===== config.mk =====
export PLATFORM = sky130hd
export DESIGN_NAME = rtu_silence_frame_delimiter_top
export DESIGN_NICKNAME = d
export VERILOG_FILES = /design/src/rtl/core/rsfd_pkg.sv /design/src/rtl/core/rtu_silence_frame_delimiter_top.sv /design/src/rtl/core/rsfd_store.sv /design/src/rtl/core/rsfd_front.sv /design/src/rtl/core/rsfd_queue.sv /design/src/rtl/core/rsfd_back.sv
export SDC_FILE = /design/constraint.sdc
export NUM_CORES = 1
export LEC_CHECK = 0
export BUFFER_PORTS_ARGS = -buffer_cell sky130_fd_sc_hd__clkbuf_2
export CAP_MARGIN = 20
export CORE_ASPECT_RATIO = 0.9
export CORE_UTILIZATION = 40
export CTS_CLUSTER_SIZE = 16
export DETAILED_ROUTE_END_ITERATION = 12
export GPL_TIMING_DRIVEN = 1
export HOLD_SLACK_MARGIN = 0.12
export PLACE_DENSITY = 0.66
export SETUP_SLACK_MARGIN = 0.05
export SYNTH_ARGS = -nofsm -noshare
export SYNTH_HDL_FRONTEND = slang
export SYNTH_SLANG_ARGS = --single-unit
export TNS_END_PERCENT = 10

===== constraint.sdc =====
create_clock -name clk -period 3.3 [get_ports clk]
set_input_delay 0.33 -clock clk [delete_from_list [all_inputs] [get_ports clk]]
set_output_delay 0.33 -clock clk [all_outputs]
set_load 0.1 [all_outputs]

===== src/rtl/core/rsfd_pkg.sv =====
// shared constants for the silence-delimited frame receiver
`timescale 1ns / 1ps

package rsfd_pkg;

  // default store size in bytes per frame buffer
  localparam int FRAME_BYTES_DEF = 64;

  // configuration register indexes
  localparam logic CFG_GAP_TICKS     = 1'b0;
  localparam logic CFG_CONFIRM_TICKS = 1'b1;

  // configuration reset values
  localparam logic [7:0] GAP_TICKS_RST     = 8'd21;
  localparam logic [7:0] CONFIRM_TICKS_RST = 8'd29;

  // fixed field widths
  localparam int BYTE_W = 8;
  localparam int LEN_W  = 7;
  localparam int TICK_W = 8;

  // event kinds on the input channel
  localparam logic FUNC_TICK = 1'b0;
  localparam logic FUNC_BYTE = 1'b1;

endpackage


===== src/rtl/core/rtu_silence_frame_delimiter_top.sv =====
// top level of the silence-delimited serial frame receiver
`timescale 1ns / 1ps

// Each request is one timer tick or one received byte and is taken in a single
// cycle. Bytes go into one of two frame buffers; after gap_ticks silent ticks
// and a further confirm_ticks silent ticks the frame is queued and read out at
// one byte per cycle while out_ready is high, through the store's single read
// port, with frame_length on every byte and last on the final one. A byte in
// the confirm wait drops the frame, and bytes past FRAME_BYTES are dropped.
// Input requests stall only while two finished frames both wait for readout.

module rtu_silence_frame_delimiter_top import rsfd_pkg::*; #(
  parameter int FRAME_BYTES = FRAME_BYTES_DEF
) (
  input  logic              clk,
  input  logic              rst,
  input  logic              cfg_we,
  input  logic              cfg_index,
  input  logic [TICK_W-1:0] cfg_data,
  input  logic              in_valid,
  output logic              in_ready,
  input  logic              func,
  input  logic [BYTE_W-1:0] rx_byte,
  output logic              out_valid,
  input  logic              out_ready,
  output logic [BYTE_W-1:0] frame_byte,
  output logic [LEN_W-1:0]  frame_length,
  output logic              last
);

  localparam int AW = $clog2(FRAME_BYTES);
  localparam int CW = $clog2(FRAME_BYTES + 1);

  logic              wr_en, rd_en;
  logic [AW:0]       wr_addr, rd_addr;
  logic [BYTE_W-1:0] wr_data;
  logic              push, push_bank, pop;
  logic [CW-1:0]     push_len, head_len;
  logic              q_full, q_empty, head_bank;

  rsfd_front #(.FRAME_BYTES(FRAME_BYTES)) u_front (
    .clk       (clk),
    .rst       (rst),
    .cfg_we    (cfg_we),
    .cfg_index (cfg_index),
    .cfg_data  (cfg_data),
    .in_valid  (in_valid),
    .in_ready  (in_ready),
    .func      (func),
    .rx_byte   (rx_byte),
    .q_full    (q_full),
    .wr_en     (wr_en),
    .wr_addr   (wr_addr),
    .wr_data   (wr_data),
    .push      (push),
    .push_bank (push_bank),
    .push_len  (push_len)
  );

  rsfd_queue #(.FRAME_BYTES(FRAME_BYTES)) u_queue (
    .clk       (clk),
    .rst       (rst),
    .push      (push),
    .push_bank (push_bank),
    .push_len  (push_len),
    .pop       (pop),
    .q_full    (q_full),
    .q_empty   (q_empty),
    .head_bank (head_bank),
    .head_len  (head_len)
  );

  rsfd_store #(.FRAME_BYTES(FRAME_BYTES)) u_store (
    .clk     (clk),
    .wr_en   (wr_en),
    .wr_addr (wr_addr),
    .wr_data (wr_data),
    .rd_en   (rd_en),
    .rd_addr (rd_addr),
    .rd_data (frame_byte)
  );

  rsfd_back #(.FRAME_BYTES(FRAME_BYTES)) u_back (
    .clk          (clk),
    .rst          (rst),
    .q_empty      (q_empty),
    .head_bank    (head_bank),
    .head_len     (head_len),
    .pop          (pop),
    .rd_en        (rd_en),
    .rd_addr      (rd_addr),
    .out_valid    (out_valid),
    .out_ready    (out_ready),
    .frame_length (frame_length),
    .last         (last)
  );

endmodule


===== src/rtl/core/rsfd_store.sv =====
// two-bank frame byte store with one write port and one registered read port
`timescale 1ns / 1ps

module rsfd_store import rsfd_pkg::*; #(
  parameter int FRAME_BYTES = FRAME_BYTES_DEF
) (
  input  logic                                clk,
  input  logic                                wr_en,
  input  logic [$clog2(FRAME_BYTES):0]        wr_addr,
  input  logic [BYTE_W-1:0]                   wr_data,
  input  logic                                rd_en,
  input  logic [$clog2(FRAME_BYTES):0]        rd_addr,
  output logic [BYTE_W-1:0]                   rd_data
);

  localparam int AW    = $clog2(FRAME_BYTES);
  localparam int DEPTH = 2 << AW;

  logic [BYTE_W-1:0] mem [DEPTH];

  // write port
  always_ff @(posedge clk) begin
    if (wr_en) begin
      mem[wr_addr] <= wr_data;
    end
  end

  // read port, data held while not enabled
  always_ff @(posedge clk) begin
    if (rd_en) begin
      rd_data <= mem[rd_addr];
    end
  end

endmodule


===== src/rtl/core/rsfd_front.sv =====
// front end: accepts ticks and bytes, runs the silence timer and fills the store
`timescale 1ns / 1ps

module rsfd_front import rsfd_pkg::*; #(
  parameter int FRAME_BYTES = FRAME_BYTES_DEF
) (
  input  logic                                  clk,
  input  logic                                  rst,
  input  logic                                  cfg_we,
  input  logic                                  cfg_index,
  input  logic [TICK_W-1:0]                     cfg_data,
  input  logic                                  in_valid,
  output logic                                  in_ready,
  input  logic                                  func,
  input  logic [BYTE_W-1:0]                     rx_byte,
  input  logic                                  q_full,
  output logic                                  wr_en,
  output logic [$clog2(FRAME_BYTES):0]          wr_addr,
  output logic [BYTE_W-1:0]                     wr_data,
  output logic                                  push,
  output logic                                  push_bank,
  output logic [$clog2(FRAME_BYTES+1)-1:0]      push_len
);

  localparam int AW = $clog2(FRAME_BYTES);
  localparam int CW = $clog2(FRAME_BYTES + 1);

  typedef enum logic [1:0] {
    IDLE,
    RECEIVING,
    WAITING,
    WAITING_INVALID
  } mode_t;

  mode_t             mode, mode_next;
  logic [TICK_W-1:0] silence_count, silence_count_next;
  logic [CW-1:0]     byte_count, byte_count_next;
  logic              bank, bank_next;
  logic [TICK_W-1:0] gap_ticks, confirm_ticks;
  logic [TICK_W-1:0] sc_inc, compare;
  logic              expire, accept;

  // input held off only while both banks wait for readout
  assign in_ready = !q_full;
  assign accept   = in_valid && in_ready;

  // one-shot timer compare
  assign sc_inc  = silence_count + TICK_W'(1);
  assign compare = (mode == RECEIVING) ? gap_ticks : confirm_ticks;
  assign expire  = (sc_inc >= compare);

  assign wr_data  = rx_byte;
  assign push_bank = bank;
  assign push_len  = byte_count;

  // mode and store control
  always_comb begin
    mode_next          = mode;
    silence_count_next = silence_count;
    byte_count_next    = byte_count;
    bank_next          = bank;
    wr_en              = 1'b0;
    wr_addr            = {bank, byte_count[AW-1:0]};
    push               = 1'b0;
    if (accept) begin
      if (func == FUNC_BYTE) begin
        case (mode)
          IDLE: begin
            wr_en              = 1'b1;
            wr_addr            = {bank, AW'(0)};
            byte_count_next    = CW'(1);
            silence_count_next = '0;
            mode_next          = RECEIVING;
          end
          RECEIVING: begin
            if (byte_count < CW'(FRAME_BYTES)) begin
              wr_en           = 1'b1;
              byte_count_next = byte_count + CW'(1);
            end
            silence_count_next = '0;
          end
          default: begin
            mode_next = WAITING_INVALID;
          end
        endcase
      end else begin
        case (mode)
          RECEIVING: begin
            if (expire) begin
              mode_next          = WAITING;
              silence_count_next = '0;
            end else begin
              silence_count_next = sc_inc;
            end
          end
          WAITING: begin
            if (expire) begin
              push               = 1'b1;
              bank_next          = !bank;
              mode_next          = IDLE;
              byte_count_next    = '0;
              silence_count_next = '0;
            end else begin
              silence_count_next = sc_inc;
            end
          end
          WAITING_INVALID: begin
            if (expire) begin
              mode_next          = IDLE;
              byte_count_next    = '0;
              silence_count_next = '0;
            end else begin
              silence_count_next = sc_inc;
            end
          end
          default: begin
          end
        endcase
      end
    end
  end

  // state and configuration registers
  always_ff @(posedge clk) begin
    if (rst) begin
      mode          <= IDLE;
      silence_count <= '0;
      byte_count    <= '0;
      bank          <= 1'b0;
      gap_ticks     <= GAP_TICKS_RST;
      confirm_ticks <= CONFIRM_TICKS_RST;
    end else begin
      mode          <= mode_next;
      silence_count <= silence_count_next;
      byte_count    <= byte_count_next;
      bank          <= bank_next;
      if (cfg_we && cfg_index == CFG_GAP_TICKS) begin
        gap_ticks <= cfg_data;
      end
      if (cfg_we && cfg_index == CFG_CONFIRM_TICKS) begin
        confirm_ticks <= cfg_data;
      end
    end
  end

endmodule


===== src/rtl/core/rsfd_queue.sv =====
// two-entry queue of finished frames (bank and length) between front and back
`timescale 1ns / 1ps

module rsfd_queue import rsfd_pkg::*; #(
  parameter int FRAME_BYTES = FRAME_BYTES_DEF
) (
  input  logic                              clk,
  input  logic                              rst,
  input  logic                              push,
  input  logic                              push_bank,
  input  logic [$clog2(FRAME_BYTES+1)-1:0]  push_len,
  input  logic                              pop,
  output logic                              q_full,
  output logic                              q_empty,
  output logic                              head_bank,
  output logic [$clog2(FRAME_BYTES+1)-1:0]  head_len
);

  localparam int CW = $clog2(FRAME_BYTES + 1);

  logic          bank_q [2];
  logic [CW-1:0] len_q  [2];
  logic          wr_ptr, rd_ptr;
  logic [1:0]    count;

  assign q_full    = (count == 2'd2);
  assign q_empty   = (count == 2'd0);
  assign head_bank = bank_q[rd_ptr];
  assign head_len  = len_q[rd_ptr];

  // entry payload
  always_ff @(posedge clk) begin
    if (push) begin
      bank_q[wr_ptr] <= push_bank;
      len_q[wr_ptr]  <= push_len;
    end
  end

  // pointers and fill count
  always_ff @(posedge clk) begin
    if (rst) begin
      wr_ptr <= 1'b0;
      rd_ptr <= 1'b0;
      count  <= '0;
    end else begin
      if (push) begin
        wr_ptr <= !wr_ptr;
      end
      if (pop) begin
        rd_ptr <= !rd_ptr;
      end
      case ({push, pop})
        2'b10:   count <= count + 2'd1;
        2'b01:   count <= count - 2'd1;
        default: count <= count;
      endcase
    end
  end

endmodule


===== src/rtl/core/rsfd_back.sv =====
// back end: reads a finished frame out of the store, one byte per request
`timescale 1ns / 1ps

module rsfd_back import rsfd_pkg::*; #(
  parameter int FRAME_BYTES = FRAME_BYTES_DEF
) (
  input  logic                              clk,
  input  logic                              rst,
  input  logic                              q_empty,
  input  logic                              head_bank,
  input  logic [$clog2(FRAME_BYTES+1)-1:0]  head_len,
  output logic                              pop,
  output logic                              rd_en,
  output logic [$clog2(FRAME_BYTES):0]      rd_addr,
  output logic                              out_valid,
  input  logic                              out_ready,
  output logic [LEN_W-1:0]                  frame_length,
  output logic                              last
);

  localparam int AW = $clog2(FRAME_BYTES);
  localparam int CW = $clog2(FRAME_BYTES + 1);

  logic [AW-1:0] rd_idx;
  logic          at_end;

  // advance when a frame is queued and the output slot frees up
  assign rd_en   = !q_empty && (!out_valid || out_ready);
  assign rd_addr = {head_bank, rd_idx};
  assign at_end  = ((CW'(rd_idx) + CW'(1)) == head_len);
  assign pop     = rd_en && at_end;

  // read index and output register (byte value sits in the store read register)
  always_ff @(posedge clk) begin
    if (rst) begin
      rd_idx    <= '0;
      out_valid <= 1'b0;
    end else begin
      if (rd_en) begin
        out_valid <= 1'b1;
        rd_idx    <= at_end ? AW'(0) : rd_idx + AW'(1);
      end else if (out_ready) begin
        out_valid <= 1'b0;
      end
    end
  end

  always_ff @(posedge clk) begin
    if (rd_en) begin
      frame_length <= LEN_W'(head_len);
      last         <= at_end;
    end
  end

endmodule


After elaboration in Yosys (flattened, before gate mapping) --
Memory sizes are Yosys's and may differ from the RTL's. A register that Yosys moved wholly into a read port is not among the register bits. Cells that the tools add are included.
Word-level totals: flip-flop bits (word level) 53, RAM bits 1040, output and inout bits 18, logic and storage cells 104, memories kept 3
Cells by class: add/sub/neg operators 6, magnitude comparators 2, equal/unequal tests 13, mux-type cells 38, bitwise gates (word level) 2, reduce and logical (&&, ||, !) cells 27
Memory list:
- u_store.mem | words 128, bits a word 8, rd ports 1, clocked after Yosys merged registers in 1, write ports 1, line rsfd_store.sv:19 | logic [BYTE_W-1:0] mem [DEPTH];
- u_queue.len_q | words 2, bits a word 7, rd ports 1, clocked after Yosys merged registers in 1, write ports 1, line rsfd_queue.sv:22 | logic [CW-1:0] len_q [2];
- u_queue.bank_q | words 2, bits a word 1, rd ports 1, clocked after Yosys merged registers in 1, write ports 1, line rsfd_queue.sv:21 | logic bank_q [2];
Operators by type and width (count):
- $mux W8 | 5
- $mux W7 | 4
- $mux W6 | 4
- $mux W1 | 17
- $pmux W7 S2 | 1
- $pmux W2 S2 | 3
- $reduce_and A5 Y1 | 2
- $reduce_bool A2 Y1 | 5
- $add A8 B1 Y8 const B | 1
- $eq A2 B2 Y1 const B | 4
- $ge A8 B8 Y1 | 1
- $add A6 B1 Y7 const B | 1
- $add A7 B1 Y7 const B | 1
- $eq A7 B7 Y1 | 1
- $lt A7 B7 Y1 const B | 1
- $add A6 B1 Y6 const B | 1
- $logic_not A1 Y1 | 6
- $mux W2 | 3
- $ne A3 B1 Y1 const B | 2
- $logic_and A1 B1 Y1 | 5
- $eq A2 B1 Y1 const B | 2
- $logic_not A2 Y1 | 2
- $ne A2 B2 Y1 const B | 2
- $reduce_and A4 Y1 | 1
- other kinds (11) | 13

Depth between registers and ports, before layout --
depth in word-level cells 9, depth in mapped cells 15

Hierarchy --
A second synthesis with hierarchy kept.
Second synthesis, totals: cell total of the unflattened synthesis 1987, area, all modules 43280.3 µm²
Modules (own cells, without submodules):
- rsfd_store | times used 1, cells an instance 1635, area an instance 39745.6 µm², sequential area each 30989.7 µm²
- rsfd_front | times used 1, cells an instance 225, area an instance 1901.8 µm², sequential area each 680.7 µm²
- rsfd_back | times used 1, cells an instance 80, area an instance 852.1 µm², sequential area each 380.4 µm²
- rsfd_queue | times used 1, cells an instance 47, area an instance 780.7 µm², sequential area each 580.6 µm²

Worst setup path after synthesis --
OpenSTA, ideal clock, no wires.
path kind register -> register, start register u_front.mode[1], end register u_queue.count[1], arrival 3.542 ns, required time 3.230 ns, setup slack -0.312 ns, cell stages (with the launch flop) 15, buffers on the path 2, cells stage by stage dfxtp_1 > clkbuf_1 > nand2b_1 > buf_1 > mux2_2 > ha_1 > nand2b_1 > a211oi_1 > o21bai_1 > a311oi_2 > nor3_1 > inv_1 > ha_1 > or3_1 > a21oi_1
Between the ends: cells in the longest elaborated chain, start to end 9
Ends and longest elaborated chain:
- start: declaration | line rsfd_front.sv:35 | mode_t mode, mode_next;
- start signal: assignment | line rsfd_front.sv:133 | mode <= mode_next;
- $eq A2 B1 Y1 | line rsfd_front.sv:49 | assign compare = (mode == RECEIVING) ? gap_ticks : confirm_ticks;
- $mux W8 | line rsfd_front.sv:49
- $ge A8 B8 Y1 | line rsfd_front.sv:50 | assign expire = (sc_inc >= compare);
- $mux W1 | line rsfd_front.sv:97 | if (expire) begin
- $mux W1 * | line rsfd_front.sv:87 | case (mode)
- $mux W1 * | line rsfd_front.sv:66 | if (func == FUNC_BYTE) begin
- $mux W1 * | line rsfd_front.sv:65 | if (accept) begin
- $eq A2 B1 Y1 or $eq A2 B2 Y1 (tied branches) | line rsfd_queue.sv:52 | case ({push, pop})
- $pmux W2 S2 or $reduce_bool A2 Y1 (tied branches)
- end signal: assignment | line rsfd_queue.sv:53 | 2'b10: count <= count + 2'd1;
- end signal: assignment | line rsfd_queue.sv:54 | 2'b01: count <= count - 2'd1;
- end signal: assignment | line rsfd_queue.sv:55 | default: count <= count;
- end: declaration | line rsfd_queue.sv:24 | logic [1:0] count;
Mark *: on every way between the ends. The rest lies on a longest branch, timed or not. A chain may end at the register's enable or synchronous reset.

Worst setup path in the final report --
start register u_queue.count[1], end memory u_store.mem[42][2] (enable)
Between the ends: cells in the longest elaborated chain, start to end 6
Ends and longest elaborated chain:
- $eq A2 B2 Y1 * | line rsfd_queue.sv:26 | assign q_full = (count == 2'd2);
- $logic_not A1 Y1 * | line rsfd_front.sv:44 | assign in_ready = !q_full;
- $logic_and A1 B1 Y1 * | line rsfd_front.sv:45 | assign accept = in_valid && in_ready;
- $mux W1 | line rsfd_front.sv:65
- $mux W1 | line rsfd_store.sv:23 | if (wr_en) begin
- $mux W1 (implied by the code) | line rsfd_store.sv:24 | mem[wr_addr] <= wr_data;
- end: declaration | line rsfd_store.sv:19
Marked as above.

==> reports/qor.yml <==
status:
  status: "finished, final reports clean"
setup_path:
  end_kind: "flop"
  cp_max_fo: 13
  criticalPathCategory: "reg -> reg"
  required_ns: 3.60
  arrival_ns: 3.42
  cp-start-kind: "flop"
cells_and_area:
  drive_above_1_share_pct: 24.55
  postLayoutCoreUtil_pct: 46.06
  finalNonFillerCells: 3931
  finalNetCount: 2432
  area_growth_pct: 14.10
  n_fill_cell: 8953
  n_antenna_cell: 0
sta:
  tightest_slew_ns: 1.075
  fin_crit_sh_pct: 94.64
  setup_viol: 0
  fin_setup_tns_ns: 0
  max_freq_mhz: 320.2
  slew_violations: 0
  grt_setup_unrepaired: "true"
  finalCriticalPeriod_ns: 3.123
  slew_headroom_pct: 27.95
  fin_skew_ns: 0.02791
  fin_hold_ws_ns: 0.1850
  timing.final.hold_violations: 0
clock_tree:
  clockBufferDepth: 3
  cts_root_buf: "clkbuf_16"
  cts-buffers-inserted: 105
  clock_sinks: 1102
  cts_tree: "built"
  clkTransAtPathRegs_ns: 0.06
  postCtsSetupBuffers: 0
  worstSkewPairLatency_ns: 0.69
  cts-htree-levels: 3
route:
  vias: 22072
  wl_per_cell_um: 25.29
  finalWirelength_mm: 99.43
  viasPerCell: 5.615
  postRouteAntennaNets: 0
  drt_pre_antenna_iters: 6
  drt_iter0_drc: 2449
  drc: 0
pwr:
  powerDensity_nw_per_um2: 551.3
  p_leak_nw: 15.10
  max-vdd-ir-drop_mv: 0.4078
  finalPower_mw: 27.31
synthesis:
  synth_nets: 2256
  synth-edff-count: 1056
  synth_seq_area_share_pct: 75.16
  synth.most_common_cell: "edfxtp_1"
  postSynthAreaPerCell_sq_um: 19.55
  ys_ff_latch: 1102
  synth_cell_type_count: 67
  synth_top_cell_by_area: "edfxtp_1"
  ys.flop_type: "edfxtp_1"
  async_flop_share_pct: 0
  syn-cell-area_sq_um: 43420
  yosysWarnings: 0
  synth_common_cells: "edfxtp_1 (1056), mux4_2 (238), nor2_1 (175)"
  synth_area_leaders: "edfxtp_1 (73%), mux4_2 (12%), dfxtp_1 (2.1%)"
  syn_inst: 2221
  synth_top_cell_area_share_pct: 73.04
job:
  drv_cap: 0
floorplan:
  die_height_um: 314.6
  fp.dieW_um: 349.3
  rows: 114
  floorplan.core_area_sq_um: 107500
  pin_count: 41
  die_area_sq_um: 109900
  initial_core_util_pct: 40.37
min_path:
  hp-class: "in -> reg"
grt:
  grt_first_pass_wirelength_mm: 146.8
  track_usage_pct: 18.15
  grt_overflow: 0
  antenna_found_initial: 0
  grt_max_degree: 129
  grt_pass1_vias: 22143
placed_design:
  dpl.cell_count: 3725
  place.detailed.hpwl_mm: 62.08
  io_buffers: 40
  gp_congestion: 0.8451
[cell type report]
type                    instances  area, sq um  share of cell area (%)
clock buffers                 142         2850                   5.753
clock inverters                49        417.9                  0.8436
inverters                       9        33.78                 0.06819
multi-input cells             985        10050                   20.28
flip-flops and latches       1102        32650                   65.90
well taps                    1450         1814                   3.662
repair buffers                194         1727                   3.485
[kinds of logic (layout without fill, tap and decap cells)]
| family | count (synthesis) | in the layout | synth area share (%) |
|---|---|---|---|
| XOR/XNOR | 16 | 16 | 0.3228 |
| AND/OR/NAND/NOR | 392 | 392 | 4.066 |
| buffers and inverters | 134 | 394 | 1.767 |
| flip-flops | 1102 | 1102 | 75.16 |
| adder cells (fa/ha/maj) | 12 | 12 | 0.3458 |
| AO/OA/AOI/OAI | 228 | 228 | 3.582 |
| multiplexers | 337 | 337 | 14.76 |
[stage by stage]
stage                     area [sq um]  worst slack, ns
after floorplan                  43420          0.05572
after global placement           46100          0.09240
after detailed placement         46100           0.1178
after CTS                        49520          0.09087
after global routing             49540          0.01422
final                            49540           0.1768
[power breakdown]
part / switching (mW) / internal (mW)
combinational: 0.341 / 0.105
clock: 5.08 / 6.45
sequential: 0.0102 / 15.3
total: 5.43 / 21.9
[path summary, 6_finish.rpt]
kind,startpoint,endpoint,slack (ns),depth (start not counted)
min,rx_byte[7],u_store.mem[58][7]$_DFFE_PP_,0.18,1
min reg2reg,u_front.gap_ticks[5]$_SDFFE_PP0P_,u_front.gap_ticks[5]$_SDFFE_PP0P_,0.46,2
max,u_queue.count[1]$_SDFFE_PP0P_,u_store.mem[42][2]$_DFFE_PP_,0.18,7
max reg2reg,u_queue.count[1]$_SDFFE_PP0P_,u_store.mem[42][2]$_DFFE_PP_,0.18,7
[worst max-delay path, cell delays in order, from the launching register on]
cell	delay, ns
dfxtp_1	0.37
or2b_1	0.26
nand2_1	0.17
nor3_2	0.19
nor3b_1	0.54
buf_4	0.22
nand2_1	0.25
nor2_1	0.74
[registers in the layout (all words and copies together) (netlist names), named ones only]
name / cells
u_back.frame_length: 7
u_back.last: 1
u_back.out_valid: 1
u_back.rd_idx: 6
u_front.confirm_ticks: 8
u_front.gap_ticks: 8
u_front.mode: 2
u_front.push_bank: 1
u_front.push_len: 7
u_front.silence_count: 8
u_queue.bank_q: 2
u_queue.count: 2
u_queue.len_q: 14
u_queue.rd_ptr: 1
u_queue.wr_ptr: 1
u_store.mem: 1024
u_store.rd_data: 8
[repair_timing]
action,4_1_cts,5_1_grt
resized for setup,0,8
hold buffers,15,0
endpoints found under the hold margin,20,0
setup endpoints to repair,0,22
[routing by layer]
| metal | track usage [%] | vias to the layer above | share of wire [%] |
|---|---|---|---|
| met2 | 27.44 | 935 | 46 |
| met3 | 4.101 | 153 | 8.0 |
| met4 | 4.685 | 2 | 2.3 |
| met1 | 26.53 | 11558 | 43 |
| li1 | - | 9424 | - |
| met5 | 0.6513 | - | 0.097 |
[layout by cell type (no fill, tap or decap), drive strengths merged, types with 3 or more instances in the layout]
cell type / synthesis / routed
edfxtp: 1056 / 1056
mux4: 238 / 238
nor2: 176 / 176
clkbuf: 37 / 174
buf: 88 / 147
nand2: 82 / 82
mux2i: 81 / 81
a22oi: 57 / 57
nand3: 49 / 49
a21oi: 46 / 46
dfxtp: 46 / 46
clkinv: 1 / 39
o21ai: 39 / 39
nor2b: 18 / 18
mux2: 18 / 18
a31oi: 16 / 16
a22o: 15 / 15
dlygate4sd3: 0 / 15
nor3: 14 / 14
a221oi: 14 / 14
ha: 12 / 12
a211oi: 12 / 12
and2: 11 / 11
inv: 8 / 11
xnor2: 9 / 9
o22ai: 9 / 9
nand2b: 7 / 7
xor2: 7 / 7
or3: 7 / 7
or2: 6 / 6
and3: 5 / 5
bufinv: 0 / 5
a311oi: 5 / 5
o21bai: 4 / 4
nand3b: 4 / 4
nand4: 3 / 3
nor3b: 3 / 3
clkinvlp: 0 / 3
Note: power is estimated with default switching activity, not from simulation.
